File: src/hdl/qat_pkg.sv
`timescale 1ns / 1ps
// ----------------------------------------------------------------------------
// qat_pkg
// Shared byte codes, quote state type and result word for the argument
// tokenizer.
// ----------------------------------------------------------------------------
package qat_pkg;

    localparam logic [7:0] CH_SPACE  = 8'h20;
    localparam logic [7:0] CH_TAB    = 8'h09;
    localparam logic [7:0] CH_BSLASH = 8'h5C;
    localparam logic [7:0] CH_DQUOTE = 8'h22;
    localparam logic [7:0] CH_SQUOTE = 8'h27;
    localparam logic [7:0] CH_NUL    = 8'h00;

    typedef enum logic [1:0] {
        QM_NONE   = 2'd0,
        QM_SINGLE = 2'd1,
        QM_DOUBLE = 2'd2
    } t_quote;

    typedef struct packed {
        logic   inside_word;
        t_quote quote_mode;
        logic   escape_pending;
        logic   seen_word;
    } t_state;

    typedef struct packed {
        logic [7:0] out_char;
        logic       char_valid;
        logic       word_end;
        logic       string_end;
    } t_result;

    function automatic logic is_sep(input logic [7:0] c);
        return (c == CH_SPACE) || (c == CH_TAB);
    endfunction

endpackage

File: src/hdl/qat_core.sv
`timescale 1ns / 1ps
// ----------------------------------------------------------------------------
// qat_core
// Tokenizer state and per-byte decode: word, quote and escape tracking.
// ----------------------------------------------------------------------------
module qat_core (
    input  logic              i_clk,
    input  logic              i_rst_n,
    input  logic              i_adv,
    input  logic [7:0]        i_char,
    output qat_pkg::t_result  o_result
);

    qat_pkg::t_state r_state;
    qat_pkg::t_state n_state;
    qat_pkg::t_quote w_qm;
    logic            w_quote_open;

    always_comb begin
        n_state      = r_state;
        o_result     = '0;
        w_qm         = r_state.quote_mode;
        w_quote_open = 1'b0;
        if (i_char == qat_pkg::CH_NUL) begin
            // end of string, a string with no word reports one empty word
            o_result.string_end = 1'b1;
            o_result.word_end   = r_state.inside_word || !r_state.seen_word;
            n_state.inside_word    = 1'b0;
            n_state.quote_mode     = qat_pkg::QM_NONE;
            n_state.escape_pending = 1'b0;
            n_state.seen_word      = 1'b0;
        end else if (r_state.escape_pending) begin
            n_state.escape_pending = 1'b0;
            o_result.out_char      = i_char;
            o_result.char_valid    = 1'b1;
        end else if (!r_state.inside_word && qat_pkg::is_sep(i_char)) begin
            // whitespace between words
        end else begin
            if (!r_state.inside_word) begin
                n_state.inside_word = 1'b1;
                n_state.seen_word   = 1'b1;
                w_qm                = qat_pkg::QM_NONE;
            end
            n_state.quote_mode = w_qm;
            w_quote_open = (w_qm == qat_pkg::QM_SINGLE) || (w_qm == qat_pkg::QM_DOUBLE);
            if (qat_pkg::is_sep(i_char) && !w_quote_open) begin
                o_result.word_end   = 1'b1;
                n_state.inside_word = 1'b0;
            end else begin
                case (i_char)
                    qat_pkg::CH_BSLASH: begin
                        n_state.escape_pending = 1'b1;
                    end
                    qat_pkg::CH_DQUOTE: begin
                        if (w_qm == qat_pkg::QM_SINGLE) begin
                            o_result.out_char   = i_char;
                            o_result.char_valid = 1'b1;
                        end else if (w_qm == qat_pkg::QM_DOUBLE) begin
                            n_state.quote_mode = qat_pkg::QM_NONE;
                        end else begin
                            n_state.quote_mode = qat_pkg::QM_DOUBLE;
                        end
                    end
                    qat_pkg::CH_SQUOTE: begin
                        if (w_qm == qat_pkg::QM_DOUBLE) begin
                            o_result.out_char   = i_char;
                            o_result.char_valid = 1'b1;
                        end else if (w_qm == qat_pkg::QM_SINGLE) begin
                            n_state.quote_mode = qat_pkg::QM_NONE;
                        end else begin
                            n_state.quote_mode = qat_pkg::QM_SINGLE;
                        end
                    end
                    default: begin
                        o_result.out_char   = i_char;
                        o_result.char_valid = 1'b1;
                    end
                endcase
            end
        end
    end

    always_ff @(posedge i_clk) begin
        if (!i_rst_n) begin
            r_state.inside_word    <= 1'b0;
            r_state.quote_mode     <= qat_pkg::QM_NONE;
            r_state.escape_pending <= 1'b0;
            r_state.seen_word      <= 1'b0;
        end else if (i_adv) begin
            r_state <= n_state;
        end
    end

endmodule

File: src/hdl/quoted_argument_tokenizer.sv
`timescale 1ns / 1ps
// ----------------------------------------------------------------------------
// quoted_argument_tokenizer
// Splits a zero-terminated command string, one byte per transfer, into words
// with shell-style quoting and backslash escapes.
// ----------------------------------------------------------------------------
// pipeline: the input register loads at the handshake edge, the result register
//   once the output stage can take it (empty or i_m_tready)
// throughput: one byte per cycle while the output is not stalled; the state
//   update in qat_core is the only recurrence
// reset: synchronous active low, clears tokenizer state and both valid flags
// ----------------------------------------------------------------------------
module quoted_argument_tokenizer (
    input  logic       i_clk,
    input  logic       i_rst_n,
    input  logic       i_s_tvalid,
    output logic       o_s_tready,
    input  logic [7:0] i_s_tdata,   // [7:0] char_in
    output logic       o_m_tvalid,
    input  logic       i_m_tready,
    output logic [7:0] o_m_tdata,   // [7:0] out_char
    output logic [1:0] o_m_tuser,   // [0] char_valid, [1] word_end
    output logic       o_m_tlast    // string_end
);

    logic             r_in_valid;
    logic [7:0]       r_in_char;
    logic             r_out_valid;
    qat_pkg::t_result r_out;
    qat_pkg::t_result w_result;
    logic             w_out_load;
    logic             w_adv;

    assign w_out_load = !r_out_valid || i_m_tready;
    assign w_adv      = r_in_valid && w_out_load;
    assign o_s_tready = !r_in_valid || w_out_load;

    qat_core u_core (
        .i_clk    (i_clk),
        .i_rst_n  (i_rst_n),
        .i_adv    (w_adv),
        .i_char   (r_in_char),
        .o_result (w_result)
    );

    always_ff @(posedge i_clk) begin
        if (!i_rst_n) begin
            r_in_valid  <= 1'b0;
            r_out_valid <= 1'b0;
        end else begin
            if (o_s_tready) begin
                r_in_valid <= i_s_tvalid;
            end
            if (w_out_load) begin
                r_out_valid <= r_in_valid;
            end
        end
    end

    always_ff @(posedge i_clk) begin
        if (o_s_tready && i_s_tvalid) begin
            r_in_char <= i_s_tdata;
        end
        if (w_adv) begin
            r_out <= w_result;
        end
    end

    assign o_m_tvalid = r_out_valid;
    assign o_m_tdata  = r_out.out_char;
    assign o_m_tuser  = {r_out.word_end, r_out.char_valid};
    assign o_m_tlast  = r_out.string_end;

endmodule

File: config.mk
export PLATFORM = sky130hd
export DESIGN_NAME = quoted_argument_tokenizer
export DESIGN_NICKNAME = d
export VERILOG_FILES = /design/src/hdl/qat_pkg.sv /design/src/hdl/qat_core.sv /design/src/hdl/quoted_argument_tokenizer.sv
export SDC_FILE = /design/constraint.sdc
export NUM_CORES = 1
export LEC_CHECK = 0
export BUFFER_PORTS_ARGS = -buffer_cell sky130_fd_sc_hd__buf_2
export CAP_MARGIN = 0
export CORE_MARGIN = 8
export CORE_UTILIZATION = 56
export CTS_BUF_LIST = sky130_fd_sc_hd__clkbuf_8
export DETAILED_ROUTE_END_ITERATION = 16
export PLACE_DENSITY_LB_ADDON = 0.2
export SLEW_MARGIN = 20
export SYNTH_ARGS = -nofsm -noshare
export SYNTH_HDL_FRONTEND = slang
export SYNTH_SLANG_ARGS = --single-unit
File: constraint.sdc
create_clock -name i_clk -period 2.35 [get_ports i_clk]
set_clock_uncertainty 0.1 [all_clocks]
set_input_delay 0.1175 -clock i_clk [delete_from_list [all_inputs] [get_ports i_clk]]
set_output_delay 0.1175 -clock i_clk [all_outputs]
set_load 0.005 [all_outputs]
=== Word level (Yosys, flattened, before mapping) ===
Cells that the tools add are included.

* Register bits: 26
* Output and inout bits: 13
* Logic and storage cells: 66

* Eq/ne operators: 10
* Multiplexer cells: 28
* Reduce and logical (&&, ||, !) cells: 17

{| class="wikitable"
|+ Operator list
! kind !! count
|-
| $mux 9 || 4
|-
| $pmux 9 s3 || 1
|-
| $eq 8x6->1 const B || 3
|-
| $mux 2 || 7
|-
| $mux 1 || 10
|-
| $mux 10 || 1
|-
| $mux 5 || 2
|-
| $eq 8x4->1 const B || 1
|-
| $eq 8x7->1 const B || 1
|-
| $logic_not 8->1 || 1
|-
| $mux 3 || 2
|-
| $logic_not 1->1 || 5
|-
| $logic_or 1x1->1 || 5
|-
| $logic_and 1x1->1 || 4
|-
| $ne 2x2->1 const B || 2
|-
| $pmux 2 s2 || 1
|-
| $reduce_and 4->1 || 1
|-
| $reduce_and 3->1 || 1
|-
| $eq 2x1->1 const B || 1
|-
| $eq 2x2->1 const B || 1
|-
| $ne 2x1->1 const B || 1
|}

=== Depth between registers and ports, before layout ===
Gate-level depths: netlist (run 1).

* Word-level depth: 14
* Depth in mapped cells: 5
* Mapped depth without buffers: 4

=== Cells and area by module ===
From an unflattened synthesis (run 1), not the netlist that was laid out.

* Cells, all modules: 109
* Area, all modules: 1342.5 sq um

{| class="wikitable"
|+ By module, submodules not included
! module !! instances !! cells each !! area each (sq um) !! sequential area each (sq um)
|-
| quoted_argument_tokenizer || 1 || 28 || 674.4 || 610.6
|-
| qat_core || 1 || 81 || 668.1 || 100.1
|}

=== Worst setup path before layout (run 1) ===
No wires, ideal clock.

* Path kind: register to register
* Start point: register r_in_char[1]
* End point: register r_out (netlist bit o_m_tdata[3]) (data pin)
* Setup time: 0.273 ns
* Arrival time: 1.584 ns
* Required time: 1.977 ns
* Path slack: 0.393 ns
* Cell stages (with the launch flop): 5
* Period minus slack after synthesis: 1.957 ns
* Cell sequence: edfxtp_1 or4_4 or3_4 o2bb2ai_4 nor3b_1

* Longest elaborated chain between the ends: 6
* Elaborated cells between the ends (all ways): 13
* Those cells by class: eq/ne: 5; mux: 4; reduce/logical: 4

{| class="wikitable"
|+ Ends and longest elaborated chain
! what !! RTL line !! source
|-
| start: declaration || quoted_argument_tokenizer.sv:27 || <nowiki>logic [7:0] r_in_char;</nowiki>
|-
| start signal: assignment || quoted_argument_tokenizer.sv:62 || <nowiki>r_in_char <= i_s_tdata;</nowiki>
|-
| branches (longest 6 deep; another with $mux 10) || -- ||
|-
| end signal: assignment || quoted_argument_tokenizer.sv:65 || <nowiki>r_out <= w_result;</nowiki>
|-
| end: declaration || quoted_argument_tokenizer.sv:29 || <nowiki>qat_pkg::t_result r_out;</nowiki>
|}

Parallel ways; which one is timed is not known.
A chain may end at the register's enable or synchronous reset.

=== Worst setup path after layout (run 1) ===
* Start point: register r_in_char[1]
* End point: register r_out (netlist bit o_m_tdata[5]) (data pin)

Same word-level chain as after synthesis.

==> results by stage, run 1 <==
GRT:
- For this run, the total global-route usage over all layers was measured as 0.128.
- Entering global routing, the biggest net connects 15 pins.
- The via count of the first global-routing pass is between 900 and 1000.
- Global routing finished with a remaining overflow of 0.
- The first global-routing pass estimated 4.23 mm of wire.
- The initial antenna violation count is 0.

Placed design:
- The estimated wirelength of the detail-placed design is between 1.5 and 2 mm.
- Routability-driven placement finished with a final weighted congestion of 0.939.
- The number of I/O port buffers is 24.

Synthesis:
- The area fraction in compound gates after synthesis was 0.199.
- By area, the combinational part of the netlist is dominated by simple AND/OR/NAND/NOR gates.
- The mapped netlist covers 0.00128 mm2.
- The share of flip-flops with an asynchronous set or reset is 0.
- Of the total synthesized cell area, the portion taken by AND, OR, NAND and NOR gates is 0.205.
- For this run, the leading register cell type out of synthesis is edfxtp_1.
- The share of the synthesized area in the top cell type is 0.446.
- The adder and majority gate portion of the synthesized area is 0.
- The cell type with the highest aggregate area in the netlist is edfxtp_1.
- The number of nets produced by synthesis is 120.
- The number of enable-type register cells in the synthesized netlist is 19.
- Synthesis produced a netlist whose cell count is 108.
- The count of different cell masters after synthesis is 42.
- The yosys synthesis warning count is 0.
- The count of state elements after synthesis is 26.
- The mux cell area share after synthesis is 0.
- The post-synthesis average cell area is 11.8 um2.
- By area the synthesized netlist is led by edfxtp_1 (45%), dfxtp_1 (11%), nor2b_1 (3.4%).
- Of the total synthesized cell area, the portion taken by XOR and XNOR cells is 0.00685.
- For this run, the register share of the synthesized area comes to 0.556.
- The most repeated cell in the gate-level netlist after synthesis is edfxtp_1.
- By count the netlist is led by edfxtp_1 (19), clkbuf_1 (7), dfxtp_1 (7), nor2b_1 (7), o21ai_0 (6).

Floorplanning:
- The count of pins on the block boundary is 25.
- After floorplanning, the core was sized to cover ~0.0022 mm2.
- The floorplan step set the die width to around 64 um.
- From bottom edge to top edge, the die measures roughly 64 um.
- The floorplan has 17 rows.
- The die covers between 0.004 and 0.005 mm2.
- For this configuration, the core starts out at a cell density of 0.584.

Critical path:
- In this run the number of cells on the critical path is 4.
- The slack of the worst reg-to-reg path is 0.29 ns.
- The worst register-to-register path begins at r_in_char[1].
- The critical path launch point type is a flop.
- The endpoint identified for the worst register-to-register timing path is o_m_tdata[5].
- The data arrival time of the critical path is just under 2 ns.
- The number of cell instances on the worst register-to-register path is 4.
- The kind of end point of the critical path is a flop.
- The worst setup path is of the reg2reg kind.
- The most critical setup path has its startpoint at r_in_char[1].
- The end point of the critical path is o_m_tdata[5].
- The number of buffers and inverters on the critical path is 0.
- The kind of cell with the highest combined delay along the critical path is simple AND/OR/NAND/NOR gates.
- For the worst setup path, the data required time is 2.24 ns.
- On the worst path, the slowest cell contributes a delay of 0.57 ns.
- The cell with the largest stage delay on the worst path is or4_4.
- Walking the worst path, the cells encountered are or4_4 -> or3_4 -> o2bb2ai_4 -> nor3b_1.
- Along the worst path, the maximum fanout reaches 5.

Clock network:
- Counting every sink on the clock net gives 26.
- The tree is rooted in a clkbuf_8.
- For the worst-skew pair, the clock arrives at the later sink with an insertion delay of 0.26 ns.
- The post-CTS clock slew at the launch and capture registers of the worst setup and hold paths is 0.09 ns.
- After clock tree synthesis, the setup repair step added 0 buffers.
- The clock tree from TritonCTS is built.
- The number of hold buffers added after CTS was 8.
- The number of gates given a new drive strength after cts is 0.
- The clock passes through at most 2 buffers.
- The number of clock buffers inserted by TritonCTS is 3.
- CTS built an H-tree with a depth of 1.

Layout:
- The antenna diode count is 0.
- In the final layout, the share of cells above drive strength 1 is 0.270.
- In the final design database the tool counted 150 nets.
- After filler insertion, the fill cell instance count of the layout stands at 160.
- The synthesis-to-finish area growth is 20.1%.
- Measured on the finished design, the core utilization comes to 0.701.

STA:
- The maximum achievable frequency is roughly 500 MHz.
- The worst-case hold slack is -0.00416 ns.
- The setup-violating endpoint count in the final report is 0.
- The worst max-slew margin expressed relative to the limit is 0.590.
- The final critical-path required period is 2.06 ns.
- After routing, the total negative slack on setup checks comes to 0 ns.
- The final hold violation count is 1.
- Setup repair after global routing left no endpoint under its margin.
- The slew at the pin closest to its max-slew limit is 0.609 ns.
- The max-slew violation total from the final report is 0.
- Dividing the final minimum period by the clock period gives 0.875.

Pwr:
- In this run the static leakage power is 0.554 nW.
- The power density of the placed cells is between 500 and 600 mW/mm2.
- The highest ir drop seen on vdd is roughly 0.58 mV.

Outcome:
- The run finished, with violations left.
- The final reports fail on negative hold slack.

Routing:
- Summing over every cut layer, the via total after detailed routing is 963.
- The number of DRC violations after detailed-routing iteration 0 is 32.
- The number of nets still failing antenna checks after routing is 0.
- The final layout contains routed wiring with a total length of 2.53 mm.
- In the routed layout, each cell is associated on average with a via count of 5.84.
- The wire length per cell is 15.3 um.
- The pre-antenna-repair detailed-routing pass consisted of 4 iterations.
- In the routed design, unresolved DRC markers number 0.

Worst hold path:
- The worst min-delay path category is in2reg.
- The startpoint of the worst hold path is i_s_tvalid.

Job:
- The max-cap check violation count is 0.
[tightest hold or removal path: stages]
cell and delay [ns]:
buf_2 0.09, a21oi_1 0.03, nor2b_1 0.09
[cell type report]
| cell class | instances | area, um2 | share of cell area |
|---|---|---|---|
| flip-flops and latches | 26 | 711 | 0.463 |
| multi-input cells | 71 | 526 | 0.342 |
| well taps | 28 | 35.0 | 0.0228 |
| clock inverters | 1 | 3.75 | 0.00244 |
| inverters | 3 | 11.3 | 0.00733 |
| clock buffers | 3 | 41.3 | 0.0269 |
| repair buffers | 33 | 208 | 0.135 |
[report_power, final]
group          switching [mW]  internal [mW]  leakage, nW
Combinational          0.0362         0.0399        0.295
Sequential             0.0187          0.515        0.236
Clock                   0.129          0.117       0.0231
Total                   0.184          0.672        0.554
[kinds of logic after synthesis]
kind of cell              after synthesis
AOI/OAI and AO/OA                      30
DFF                                    26
and+or+nand+nor                        40
buffers and inverters                  11
xor gates and xnor gates                1
[cell usage in the layout, fill, tap and decap left out, types with 2 or more instances in the layout]
cell           synthesis  layout
inv_1                  3       3
o2111ai_1              2       2
and2_1                 3       3
o21a_1                 2       2
a21boi_0               2       2
nor4_1                 2       2
a211oi_1               3       3
nand2_1                5       5
buf_2                  1      24
nor2b_1                7       7
a21oi_1                3       3
a32o_1                 4       4
nor2_1                 3       3
edfxtp_1              19      19
o21ai_0                6       6
clkbuf_8               0       3
nor4b_1                2       2
dfxtp_1                7       7
dlygate4sd3_1          0       8
nor3b_1                4       4
[registers in the layout (all words and copies together) (netlist names)]
name            count
o_m_tdata           8
o_m_tvalid          1
o_m_tuser           2
r_in_char           8
o_m_tlast           1
u_core.r_state      5
r_in_valid          1
[how the worst min path moves through the flow]
| stage | endpoint | slack (ns) | depth (start not counted) |
|---|---|---|---|
| after floorplan | r_in_char[0] | 0.12 | 0 |
| after global placement | r_in_char[5] | 0.19 | 1 |
| after detailed placement | r_in_char[6] | 0.20 | 1 |
| after CTS | r_in_valid | 0.006 | 3 |
| after global routing | r_in_valid | 0.04 | 3 |
| final | r_in_valid | -0.004 | 3 |
[per-stage QoR]
stage	cell area [um2]	setup slack [ns]	instances	hold WS [ns]	total power, mW
after floorplan	1280	0.393	108	0.116	0.582
after global placement	1410	0.325	153	0.195	0.608
after detailed placement	1410	0.315	153	0.196	0.610
after CTS	1540	0.298	165	0.00604	0.857
after global routing	1540	0.176	165	0.0428	0.892
final	1540	0.293	165	-0.00416	0.856
[routing by layer]
metal	wire, um	GRT usage
met5	0	0
met2	1270	0.211
met1	1050	0.148
met3	182	0.0418
met4	23	0.0557
Power figures use the tool's default switching activity.
==> inputs of run 2 (changes only) <==
--- a/constraint.sdc
+++ b/constraint.sdc
@@ -3,3 +3,3 @@
 set_input_delay 0.1175 -clock i_clk [delete_from_list [all_inputs] [get_ports i_clk]]
 set_output_delay 0.1175 -clock i_clk [all_outputs]
-set_load 0.005 [all_outputs]
+set_load 0.1 [all_outputs]
==> run 2 against run 1 <==
Effect of this change: the run now ends clean; first-iteration DRC count rose by 22%; clock power barely moved; sequential power barely moved.
==> results by stage, run 2 (synthesized netlist as in run 1, its figures left out) <==
Floorplanning:
- The count of standard-cell rows is 17.
- The standard cell core area is between 0.002 and 0.0025 mm2.
- The floorplan step defined a die boundary enclosing 0.00407 mm2.
- The die span in x is 63.8 um.
- The count of pins on the block boundary is 25.
- The initial utilization of the core area, before any placement, comes to 0.584.
- From bottom edge to top edge, the die measures 63.8 um.

Critical path:
- The signal on the critical path passes through or4_4 -> or3_4 -> o2bb2ai_4 -> nor3b_1.
- The largest incremental delay on the critical path is about 0.57 ns.
- The cell with the largest stage delay on the worst path is or4_4.
- The required arrival time at the worst endpoint is approximately 2.3 ns.
- At the worst endpoint, the arrival time is approximately 2.0 ns.
- The worst-path maximum fanout is 5.
- The critical path is of the reg2reg type.
- The worst setup path is launched from a flop.
- The worst setup path is captured at a flop.

STA:
- Based on the critical path, the design can be clocked at up to 484 MHz.
- The setup TNS after final layout is 0 ns.
- The share of the cycle needed by the critical path after routing is 0.880.
- Setup violations remaining at the end of the flow were counted as 0.
- The final critical-path required period is 2.07 ns.
- The slew at the pin closest to its max-slew limit is 0.631 ns.
- Setup slack closes at 0.283 ns.
- The worst max-slew margin expressed relative to the limit is 0.575.
- The final hold violation count came to 0.
- Setup repair after global routing left no endpoint under its margin.
- The max-slew violation total from the final report is 0.

Outcome:
- The flow ran to the end, and the final reports show no timing, DRC or antenna violations.

GRT:
- The first-pass GRT wire length is 4.26 mm.
- The via count of the first global-routing pass is 974.
- The initial antenna violation count was 0.
- Entering global routing, the biggest net connects 15 pins.
- The total global routing track utilization is 0.129.
- The residual overflow from global routing is 0.

Routing:
- The number of nets still failing antenna checks after routing is 0.
- After detailed routing, the number of vias per cell comes to around 6.0.
- In this run, the number of DRC markers left after iteration 0 of detailed routing was 39.
- The DRC violation count after routing is 0.
- The number of vias in the routed layout is slightly below 1000.
- The first-pass iteration count of the detailed router is 4.
- The wire length per cell is 14.8 um.
- For this block, the routed nets add up to around 2.5 mm of wire.

Clock network:
- The tree is rooted in a clkbuf_8.
- The number of clock buffers inserted by TritonCTS is 3.
- CTS saw 26 sinks.
- In this run the number of H-tree levels came out at 1.
- The number of gates given a new drive strength after cts is 0.
- The clock passes through at most 2 buffers.
- The clock latency on the worst-skew pair is 0.26 ns.
- The clock tree from TritonCTS is built.
- Clock-pin slew was measured on the worst setup and hold paths at about 0.080 ns.

Layout:
- The area used by multi-input combinational logic is between 500 and 600 um2.
- The most common cell after layout, fill and taps aside is buf_2.
- The number of antenna diodes in the final layout is 0.
- The synthesis-to-finish area growth is 21.1%.
- The library cells used most frequently in the layout, excluding fill and tap cells, are buf_2 (24), edfxtp_1 (19), dlygate4sd3_1 (9), nor2b_1 (7).
- After the last flow step, the layout net total stands at 151.
- The final-layout fill cell count is 157.
- The register cell area after layout is 712 um2.
- The share of layout cells above drive strength 1 is 0.283.

Job:
- The max-cap check violation count is 0.

Pwr:
- For this design the ratio of total power to cell area is 593 mW/mm2.
- Of the total power, the clock network draws 0.265.
- The standby leakage power is 0.560 nW.
- Of the total power, the share spent switching nets is 0.267.
- The internal power is 0.674 mW.
- The combinational cell fraction of total power is 0.152.
- Power comes to 0.919 mW.
- Of the total power, registers draw 0.582.
- In this run the power spent charging and discharging nets is 0.245 mW.
- The highest ir drop seen on vdd is 0.487 mV.

Placed design:
- At the placement stage, the worst setup path has a slack of between 0.2 and 0.3 ns.
- After legalization and detailed placement, the total HPWL measured 1.83 mm.
- The number of I/O port buffers is 24.
- Routability-driven placement finished with a final weighted congestion of 0.861.

Worst hold path:
- The worst min-delay path category is in2reg.
-- run 2: cell types whose count changed in the layout (fill, tap and decap cells not counted), sizes merged --
cell and change:
dlygate4sd3 +1
-- run 2: layout make-up --
cell class	count	share of cell area
well taps	28	0.0226
flip-flops and latches	26	0.460
multi-input cells	71	0.341
clock buffers	3	0.0267
inverters	3	0.00727
repair buffers	34	0.141
clock inverters	1	0.00242
-- run 2: worst paths after layout --
path,to,cells past startpoint,start,slack (ns)
setup / recovery,o_m_tdata[5],4,r_in_char[1],0.28
hold / removal,o_m_tvalid,2,i_rst_n,0.05
setup reg to reg,o_m_tdata[5],4,r_in_char[1],0.28
hold reg to reg,u_core.r_state[0],2,u_core.r_state[0],0.40
-- run 2: metal layers --
metal,GRT usage,vias up,wire (um)
li1,-,479,-
met1,0.133,456,986
met2,0.223,46,1230
met3,0.0418,7,194
met4,0.0780,0,53
met5,0,-,0
-- run 2: repair_timing --
item	4_1_cts	5_1_grt
buffers inserted	0	0
hold buffers	9	0
hold endpoints to repair	9	0
-- run 2: power by group through the flow --
| stage | clock network [mW] | registers (mW) | logic (mW) |
|---|---|---|---|
| 5_1_grt | 0.271 | 0.537 | 0.149 |
| 4_1_cts | 0.253 | 0.534 | 0.141 |
| 3_3_place_gp | 0 | 0.544 | 0.126 |
| 3_5_place_dp | 0 | 0.545 | 0.129 |
| 2_1_floorplan | 0 | 0.599 | 0.0468 |
| 6_report | 0.244 | 0.535 | 0.140 |
-- run 2: stage by stage --
stage                     instances  hold WS (ns)  utilization  area [um2]
after floorplan                 108         0.116            -        1280
after CTS                       166        0.0449        0.707        1550
after global routing            166        0.0555        0.707        1550
after global placement          153         0.195        0.645        1410
after detailed placement        153         0.196        0.645        1410
final                           166        0.0527        0.707        1550
-- run 2: critical path, delay by kind of cell (launching register included) --
family | cells | cell delay [ns]
compound gates | 1 | 0.21
simple gates | 3 | 1.04
flops | 1 | 0.45
